### src/rtl/json_comment_stripper_macros.svh
// assertion macros for the comment stripper rtl
`ifndef JSON_COMMENT_STRIPPER_MACROS_SVH
`define JSON_COMMENT_STRIPPER_MACROS_SVH

// checked property, ignored while reset is high
`define JCS_ASSERT(lbl, clk, rst, prop, msg) \
   lbl: assert property (@(posedge clk) disable iff (rst) prop) else $error(msg);

// checked property, also checked through reset
`define JCS_ASSERT_NR(lbl, clk, prop, msg) \
   lbl: assert property (@(posedge clk) prop) else $error(msg);

`endif

### src/rtl/jcs_pkg.sv
// types and constants for the comment stripper
package jcs_pkg;

   localparam logic [7:0] CH_QUOTE  = 8'h22;
   localparam logic [7:0] CH_BSLASH = 8'h5C;
   localparam logic [7:0] CH_SLASH  = 8'h2F;
   localparam logic [7:0] CH_STAR   = 8'h2A;
   localparam logic [7:0] CH_NL     = 8'h0A;

   // result queue depth, a power of two
   localparam int unsigned QUEUE_DEPTH = 4;

   typedef struct packed {
      logic [7:0] in_byte;
      logic       in_last;
   } req_type;

   typedef struct packed {
      logic [7:0] out_byte;
      logic       has_byte;
      logic       out_last;
   } rsp_type;

   typedef enum logic [6:0] {
      MODE_PLAIN = 7'b0000001,
      MODE_SLASH = 7'b0000010,
      MODE_STR   = 7'b0000100,
      MODE_ESC   = 7'b0001000,
      MODE_LINE  = 7'b0010000,
      MODE_BLOCK = 7'b0100000,
      MODE_BSTAR = 7'b1000000
   } mode_type;

endpackage

### src/rtl/json_comment_stripper.sv
// top level of the streaming comment stripper
//
//  channel | direction | ports                           | payload
//  request | in        | req_valid, req_stall, req_data  | in_byte, in_last
//  result  | out       | rsp_valid, rsp_stall, rsp_data  | out_byte, has_byte, out_last
//
// one request is taken per cycle unless req_stall is high; its results (0 to 2)
// are known in the same cycle and land in a four-entry result queue, drained
// one per cycle unless rsp_stall is high. req_stall comes from the registered
// queue count alone: it rises when more than two results wait, so a request
// yielding two results slows input to the output rate of one result per cycle.
// synchronous reset empties the queue and returns the scanner to plain text.
module json_comment_stripper #(
   parameter int unsigned QueueDepth = jcs_pkg::QUEUE_DEPTH
) (
   input  logic             clock,
   input  logic             reset,
   input  logic             req_valid,
   output logic             req_stall,
   input  jcs_pkg::req_type req_data,
   output logic             rsp_valid,
   input  logic             rsp_stall,
   output jcs_pkg::rsp_type rsp_data
);

`include "json_comment_stripper_macros.svh"

   localparam int unsigned PTR_W = $clog2(QueueDepth);
   localparam int unsigned CNT_W = $clog2(QueueDepth + 1);
   localparam logic [CNT_W-1:0] ROOM_LIMIT = CNT_W'(QueueDepth - 2);

   jcs_pkg::mode_type mode_ff, mode_in;
   jcs_pkg::mode_type mode_mid;
   jcs_pkg::rsp_type  queue_ff [QueueDepth];
   logic [PTR_W-1:0]  wr_ptr_ff, wr_ptr_in;
   logic [PTR_W-1:0]  rd_ptr_ff, rd_ptr_in;
   logic [CNT_W-1:0]  count_ff, count_in;

   logic             req_take;
   logic             rsp_take;
   logic [7:0]       b;
   logic [1:0]       n_mid;
   logic [1:0]       n_out;
   jcs_pkg::rsp_type slot0, slot1;

   // handshakes
   assign req_stall = (count_ff > ROOM_LIMIT);
   assign req_take  = req_valid && !req_stall;
   assign rsp_valid = (count_ff != '0);
   assign rsp_take  = rsp_valid && !rsp_stall;
   assign rsp_data  = queue_ff[rd_ptr_ff];
   assign b         = req_data.in_byte;

   // scan one byte: mode step, kept bytes, end of stream handling
   always_comb begin
      mode_mid = mode_ff;
      n_mid    = 2'd0;
      slot0    = '{out_byte: b, has_byte: 1'b1, out_last: 1'b0};
      slot1    = '{out_byte: b, has_byte: 1'b1, out_last: 1'b0};
      case (mode_ff)
         jcs_pkg::MODE_SLASH: begin
            if (b == jcs_pkg::CH_SLASH) begin
               mode_mid = jcs_pkg::MODE_LINE;
            end else if (b == jcs_pkg::CH_STAR) begin
               mode_mid = jcs_pkg::MODE_BLOCK;
            end else begin
               // held slash goes out first, then the byte as plain text
               slot0.out_byte = jcs_pkg::CH_SLASH;
               n_mid          = 2'd1;
               mode_mid       = jcs_pkg::MODE_PLAIN;
               if (b == jcs_pkg::CH_QUOTE) begin
                  mode_mid = jcs_pkg::MODE_STR;
               end
               n_mid = 2'd2;
            end
         end
         jcs_pkg::MODE_STR: begin
            n_mid = 2'd1;
            if (b == jcs_pkg::CH_QUOTE) begin
               mode_mid = jcs_pkg::MODE_PLAIN;
            end else if (b == jcs_pkg::CH_BSLASH) begin
               mode_mid = jcs_pkg::MODE_ESC;
            end
         end
         jcs_pkg::MODE_ESC: begin
            n_mid    = 2'd1;
            mode_mid = jcs_pkg::MODE_STR;
         end
         jcs_pkg::MODE_LINE: begin
            if (b == jcs_pkg::CH_NL) begin
               n_mid    = 2'd1;
               mode_mid = jcs_pkg::MODE_PLAIN;
            end
         end
         jcs_pkg::MODE_BLOCK: begin
            if (b == jcs_pkg::CH_STAR) begin
               mode_mid = jcs_pkg::MODE_BSTAR;
            end
         end
         jcs_pkg::MODE_BSTAR: begin
            if (b == jcs_pkg::CH_SLASH) begin
               mode_mid = jcs_pkg::MODE_PLAIN;
            end else if (b != jcs_pkg::CH_STAR) begin
               mode_mid = jcs_pkg::MODE_BLOCK;
            end
         end
         default: begin
            // plain text, and any stray code
            if (b == jcs_pkg::CH_SLASH) begin
               mode_mid = jcs_pkg::MODE_SLASH;
            end else begin
               n_mid    = 2'd1;
               mode_mid = jcs_pkg::MODE_PLAIN;
               if (b == jcs_pkg::CH_QUOTE) begin
                  mode_mid = jcs_pkg::MODE_STR;
               end
            end
         end
      endcase

      mode_in = mode_mid;
      n_out   = n_mid;
      if (req_data.in_last) begin
         // flush a held slash, or add a bare end marker
         if (mode_mid == jcs_pkg::MODE_SLASH) begin
            if (n_mid == 2'd0) begin
               slot0.out_byte = jcs_pkg::CH_SLASH;
            end else begin
               slot1.out_byte = jcs_pkg::CH_SLASH;
            end
            n_out = n_mid + 2'd1;
         end else if (n_mid == 2'd0) begin
            slot0 = '{out_byte: 8'h00, has_byte: 1'b0, out_last: 1'b0};
            n_out = 2'd1;
         end
         if (n_out == 2'd2) begin
            slot1.out_last = 1'b1;
         end else begin
            slot0.out_last = 1'b1;
         end
         mode_in = jcs_pkg::MODE_PLAIN;
      end
   end

   // queue pointers and count
   always_comb begin
      wr_ptr_in = wr_ptr_ff;
      rd_ptr_in = rd_ptr_ff;
      count_in  = count_ff;
      if (req_take) begin
         wr_ptr_in = wr_ptr_ff + PTR_W'(n_out);
         count_in  = count_in + CNT_W'(n_out);
      end
      if (rsp_take) begin
         rd_ptr_in = rd_ptr_ff + PTR_W'(1);
         count_in  = count_in - CNT_W'(1);
      end
   end

   // control state
   always_ff @(posedge clock) begin
      if (reset) begin
         mode_ff   <= jcs_pkg::MODE_PLAIN;
         wr_ptr_ff <= '0;
         rd_ptr_ff <= '0;
         count_ff  <= '0;
      end else begin
         if (req_take) begin
            mode_ff <= mode_in;
         end
         wr_ptr_ff <= wr_ptr_in;
         rd_ptr_ff <= rd_ptr_in;
         count_ff  <= count_in;
      end
   end

   // result queue storage
   always_ff @(posedge clock) begin
      if (req_take && (n_out != 2'd0)) begin
         queue_ff[wr_ptr_ff] <= slot0;
      end
      if (req_take && (n_out == 2'd2)) begin
         queue_ff[wr_ptr_ff + PTR_W'(1)] <= slot1;
      end
   end

   `JCS_ASSERT(a_count_bound, clock, reset, count_ff <= CNT_W'(QueueDepth),
      "result queue count beyond depth")
   `JCS_ASSERT(a_take_has_room, clock, reset, req_take |-> count_ff <= ROOM_LIMIT,
      "request taken without room for two results")
   `JCS_ASSERT(a_last_to_plain, clock, reset,
      (req_take && req_data.in_last) |=> mode_ff == jcs_pkg::MODE_PLAIN,
      "scanner not back in plain text after end of stream")
   `JCS_ASSERT_NR(a_reset_empty, clock, $past(reset) |-> count_ff == '0,
      "result queue not empty after reset")

endmodule
### config.mk
export PLATFORM = sky130hd
export DESIGN_NAME = json_comment_stripper
export DESIGN_NICKNAME = d
export VERILOG_FILES = /design/src/rtl/jcs_pkg.sv /design/src/rtl/json_comment_stripper.sv
export VERILOG_INCLUDE_DIRS = /design/src /design/src/rtl
export SDC_FILE = /design/constraint.sdc
export NUM_CORES = 1
export LEC_CHECK = 0
export ABC_AREA = 1
export ABC_CLOCK_PERIOD_IN_PS = 3750
export BUFFER_PORTS_ARGS = -buffer_cell sky130_fd_sc_hd__buf_2
export CORE_MARGIN = 3
export CORE_UTILIZATION = 35
export DETAILED_ROUTE_END_ITERATION = 12
export HOLD_SLACK_MARGIN = 0.02
export SLEW_MARGIN = 30
export SYNTH_ARGS = -nofsm -noshare
export SYNTH_HDL_FRONTEND = slang
export SYNTH_SLANG_ARGS = --single-unit
### constraint.sdc
create_clock -name clock -period 3.75 [get_ports clock]
set_input_delay 0.5625 -clock clock [delete_from_list [all_inputs] [get_ports clock]]
set_output_delay 0.5625 -clock clock [all_outputs]
set_load 0.01 [all_outputs]
[Word-level counts from Yosys, hierarchy flattened]
Memory sizes are Yosys's and may differ from the RTL's. A register that Yosys moved wholly into a read port is not among the register bits.
Cells that the tools add are included.
Storage, ports and cells
  register bits: 14
  memory bits (writable): 40
  memories kept: 1
Memories
  queue_ff: words 4, width 10, read ports 1, clocked after memory_dff 1, wr ports 2, RTL line json_comment_stripper.sv:34  | jcs_pkg::rsp_type queue_ff [QueueDepth];
Operators by class
  magnitude comparators: 1
  equal/unequal tests: 15
  add/subtract/negate cells: 6
  mux-type cells: 43
  reductions and logical operators: 11
Operators with widths (count)
  two-way mux 8 bit: 8
  two-way mux 7 bit: 7
  case mux 7 bit (6 select lines): 1
  equality test 8 x 6 -> 1 bit, second input constant: 3
  two-way mux 10 bit: 2
  two-way mux 2 bit: 9
  equality test 7 x 2 -> 1 bit, second input constant: 2
  two-way mux 3 bit: 4
  two-way mux 6 bit: 2
  two-way mux 1 bit: 9
  equality test 8 x 4 -> 1 bit, second input constant: 1
  equality test 8 x 7 -> 1 bit, second input constant: 1
  inequality test 8 x 6 -> 1 bit, second input constant: 1
  case mux 2 bit (4 select lines): 1
  equality test 7 x 3 -> 1 bit, second input constant: 1
  equality test 7 x 4 -> 1 bit, second input constant: 1
  equality test 7 x 5 -> 1 bit, second input constant: 1
  equality test 7 x 6 -> 1 bit, second input constant: 1
  equality test 7 bit, second input constant: 1
  adder 2 x 1 -> 2 bit, second input constant: 3
  equality test 2 bit, second input constant: 2
  logical AND 1 bit: 4
  OR reduction 2 bit: 2
  adder 3 x 2 -> 3 bit: 1
  other kinds (7): 8

[Depth between registers and ports, before layout]
  word-level depth: 13
  depth in mapped cells: 19
  mapped depth without buffers: 19

[Least setup slack after synthesis]
No wires, ideal clock.
  kind: input -> register
  start point: input req_data[4] (netlist name)
  end point: register count_ff[2]
  cell stages on the path: 18
  library setup time: 122 ps
  arrival: 2965 ps
  required time: 3628 ps
  slack: 663 ps
  cells stage by stage: buf_4 > nand2_1 > inv_2 > nand3_1 > nor2_4 > nand3_4 > nand2_2 > ha_1 > nand4_1 > nand3_1 > nand2_1 > inv_1 > fa_1 > mux2i_1 > ha_1 > nand2_1 > o21ai_0 > a21oi_1
On the way
  longest elaborated chain between the ends: 13
  elaborated cells between the ends (all ways): 33
  classes of those cells: 3 x add/sub; 7 x eq/ne; 22 x mux; 1 x reduce/logical
RTL lines
  from (decl): RTL line json_comment_stripper.sv:20  | input jcs_pkg::req_type req_data,
  equality test 8 x 6 -> 1 bit, on equally long branches
  two-way mux 3 bit / two-way mux 2 bit (equally long branches): RTL line json_comment_stripper.sv:71, json_comment_stripper.sv:114, json_comment_stripper.sv:64
  two-way mux 6 bit / two-way mux 2 bit (equally long branches): RTL line json_comment_stripper.sv:64, json_comment_stripper.sv:62
  two-way mux 6 bit / case mux 2 bit (4 select lines) (equally long branches): RTL line json_comment_stripper.sv:62, json_comment_stripper.sv:60
  case mux 7 bit (6 select lines) / logical NOT 2 bit (equally long branches): RTL line json_comment_stripper.sv:60, json_comment_stripper.sv:132
  equality test 7 x 2 -> 1 bit / two-way mux 2 bit (equally long branches): RTL line json_comment_stripper.sv:125, json_comment_stripper.sv:132
  two-way mux 2 bit: RTL line json_comment_stripper.sv:125  | if (mode_mid == jcs_pkg::MODE_SLASH) begin
  two-way mux 2 bit: RTL line json_comment_stripper.sv:123  | if (req_data.in_last) begin
  two-way mux 2 bit *: RTL line json_comment_stripper.sv:123
  adder 3 x 2 -> 3 bit *: RTL line json_comment_stripper.sv:152  | count_in = count_in + CNT_W'(n_out);
  two-way mux 3 bit *: RTL line json_comment_stripper.sv:150  | if (req_take) begin
  subtractor 3 x 1 -> 3 bit: RTL line json_comment_stripper.sv:156  | count_in = count_in - CNT_W'(1);
  two-way mux 3 bit *: RTL line json_comment_stripper.sv:154  | if (rsp_take) begin
  to (signal assigned): RTL line json_comment_stripper.sv:173  | count_ff <= count_in;
  to (decl): RTL line json_comment_stripper.sv:37  | logic [CNT_W-1:0] count_ff, count_in;
Every way passes the cells marked *; elsewhere a longest branch is shown, timed or not. The select of a mux whose other input is x is not followed.
A chain may end at the register's enable or synchronous reset.

[Worst setup path after layout]
  start point: input req_data[1] (netlist name)
  end point: register count_ff[2]
The elaborated chain is that of the path after synthesis.

==> results.py <==
metrics = {
    "cells_and_area": {
        "multiInputGateArea_um2": 1658,
        "diodes": 0,
        "nets": 471,
        "syn_to_final_growth_pct": 11.21,
        "fill_cells": 978,
        "layout_commonest_cell": "nand3_1",
        "drive_gt1_frac": 0.1567,
        "final_cell_mix": "60 x nand3_1, 59 x nand2_1, 53 x o21ai_0, 44 x nor2_1",
        "seqCellArea_um2": 1481,
    },
    "global_route": {
        "grt_pass1_vias": 2851,
        "grt_usage": 0.1624,
        "antenna_found_initial": 0,
        "globalRouteOverflowTotal": 0,
        "grt_max_degree": 29,
        "grt_pass1_wl_mm": 14.40,
    },
    "placement": {
        "gp_congestion": 0.8994,
        "dp_hpwl_mm": 6.475,
        "io_buffers": 24,
        "pre_cts_ws_ps": 189.6,
    },
    "logic_synthesis": {
        "avgSynthCellArea_um2": 7.913,
        "seq_area_frac_synth": 0.4364,
        "ys_seq_elements": 56,
        "yosysWarnings": 0,
        "synth.distinct_cells": 36,
        "synthCells": 429,
        "syn_nets": 448,
        "synthesis.area_um2": 3395,
    },
    "sta": {
        "setup-tns-final_ps": 0,
        "timing.fmax_mhz": 308.7,
        "min_period_over_period": 0.8637,
        "hold_slack_ps": 472.3,
        "worstMarginPinSlew_ps": 673.6,
        "fin_ws_ps": 511.0,
        "rsz0062_at_grt": "no",
        "finalHoldViolCount": 0,
        "setup_viol": 0,
        "slew_headroom": 0.5493,
        "min_period_ps": 3239,
        "fin_worst_skew_ps": 7.060,
        "drv_slew": 0,
    },
    "floorplan": {
        "initial_core_util": 0.3639,
        "dieArea_um2": 10920,
        "core-area_um2": 9328,
        "chipHeight_um": 104.5,
        "rows": 35,
        "die_x_um": 104.5,
        "ios": 25,
    },
    "critical_path": {
        "critical_path_arrival_ps": 3440,
        "reg2reg_from": "mode_ff[4]",
        "cp.required_ps": 3960,
        "endpoint_kind": "flop",
        "rr_worst_depth": 17,
        "critPathMaxFanout": 8,
        "critPathKind": "input pin to flop",
        "worst_setup_path_start_kind": "input pin",
        "r2r_end": "count_ff[2]",
        "r2r_slack_ps": 540,
    },
    "drt": {
        "routed_wl_mm": 8.855,
        "dr.pass1.iters": 5,
        "top_layer": "met4",
        "met2WireLength_mm": 4.119,
        "routed_via_density": 5.318,
        "antenna_left": 0,
        "drc": 0,
        "initialDrtViolationCount": 197,
        "vias": 3095,
        "wl_met3_um": 466,
        "m1WireLength_mm": 4.006,
        "wl_per_cell_um": 15.21,
    },
    "pwr": {
        "p_leak_uw": 0.001448,
        "irDropWorstVdd_v": 0.0002241,
        "power.density_nw_per_um2": 530.8,
    },
    "clocking": {
        "clk_latency_ps": 310,
        "cts_tree": "done",
        "htree_levels": 2,
        "ctsLongestPathBuffers": 2,
        "hold_buffers": 0,
        "clkSinkCount": 56,
        "cts_buffers": 5,
        "clk_pin_slew_ps": 100,
        "cts_setup_buffers": 0,
        "root_buffer": "clkbuf_8",
        "cts_resized": 0,
    },
    "flow_run": {
        "maxCapViolCount": 0,
    },
    "worst_hold_path": {
        "whs_endpoint": "queue_ff[1][1]",
        "worstHoldStart": "queue_ff[1][1]",
        "hold_depth": 2,
        "min-delay-path-class": "flop to flop",
    },
    "outcome": {
        "status": "finished, final reports clean",
    },
}
==> worst max-delay path by stage <==
stage / startpoint / cells after the start / endpoint / slack (ps)
floorplan: req_data[4] / 18 / count_ff[2] / 660
global placement: req_data[1] / 18 / count_ff[2] / 320
detailed placement: req_data[1] / 18 / count_ff[2] / 190
CTS: req_data[1] / 18 / count_ff[2] / 520
global route: req_data[1] / 18 / count_ff[1] / 260
finish: req_data[1] / 18 / count_ff[2] / 510
==> power by group <==
group,total (uW),switching (uW),internal [uW]
Combinational,694,463,231
Clock,469,202,267
Sequential,840,55.0,785
Total,2000,720,1280
==> area by class of cell <==
cell class / instances / area share
Sequential cell: 56 / 0.3924
Timing Repair Buffer: 32 / 0.04773
Clock buffer: 6 / 0.01922
Inverter: 43 / 0.04276
Clock inverter: 2 / 0.01591
Multi-Input combinational cell: 314 / 0.4392
Tap cell: 129 / 0.04276
==> synthesized netlist by cell type, drive strengths merged <==
master | number | area, um2
a21oi | 22 | 113.9
a22o | 1 | 8.760
a31oi | 1 | 6.260
a32o | 1 | 10.01
and2 | 1 | 8.760
buf | 8 | 63.81
clkbuf | 8 | 30.03
clkinv | 1 | 3.750
dfxtp | 20 | 400.4
edfxtp | 36 | 1081
fa | 1 | 20.02
ha | 5 | 62.56
inv | 42 | 157.7
mux2i | 1 | 10.01
nand2 | 69 | 299.0
nand3 | 64 | 347.8
nand3b | 1 | 7.510
nand4 | 12 | 75.07
nor2 | 53 | 260.3
nor3 | 1 | 5.000
o211ai | 1 | 7.510
o21ai | 68 | 340.3
o22ai | 11 | 68.82
or2 | 1 | 6.260
==> state kept, by name, indices dropped and copies added, names as in the netlist, named ones only <==
register	cells
mode_ff	7
count_ff	3
wr_ptr_ff	2
queue_ff	40
rd_ptr_ff	2
==> routing by layer <==
layer / vias up / track usage
met1: 1430 / 0.2230
met2: 112 / 0.2528
met4: 0 / 0.07217
met3: 18 / 0.02421
li1: 1535 / -
met5: - / 0
==> worst max-delay path, stage by stage <==
cell and delay, ps:
buf_2 110, inv_1 170, nand4_1 150, nor2_1 240, nand2_1 80, nand3_1 100
nand2_2 70, ha_1 310, nand4_1 90, nand3_1 120, nand2_1 170, inv_1 80
fa_1 460, mux2i_1 200, ha_1 180, nand2_1 70, o21ai_0 220, a21oi_1 60
==> stage by stage <==
stage          std cells  power, uW  utilization  area (um2)
3_5_place_dp         574       1546       0.3905        3642
2_1_floorplan        429       1319            -        3395
5_1_grt              582       2130       0.4047        3775
4_1_cts              582       2012       0.4047        3775
6_report             582       2004       0.4047        3775
3_3_place_gp         574       1527       0.3905        3642
==> cells by family after synthesis <==
group | count (synthesis) | synth area share
AO/OA/AOI/OAI | 105 | 0.1637
adder cells (fa/ha/maj) | 6 | 0.02433
buffers and inverters | 59 | 0.07519
flip-flops | 56 | 0.4364
multiplexers | 1 | 0.002949
AND/OR/NAND/NOR | 202 | 0.2975
Note: power is estimated with default switching activity, not from simulation.
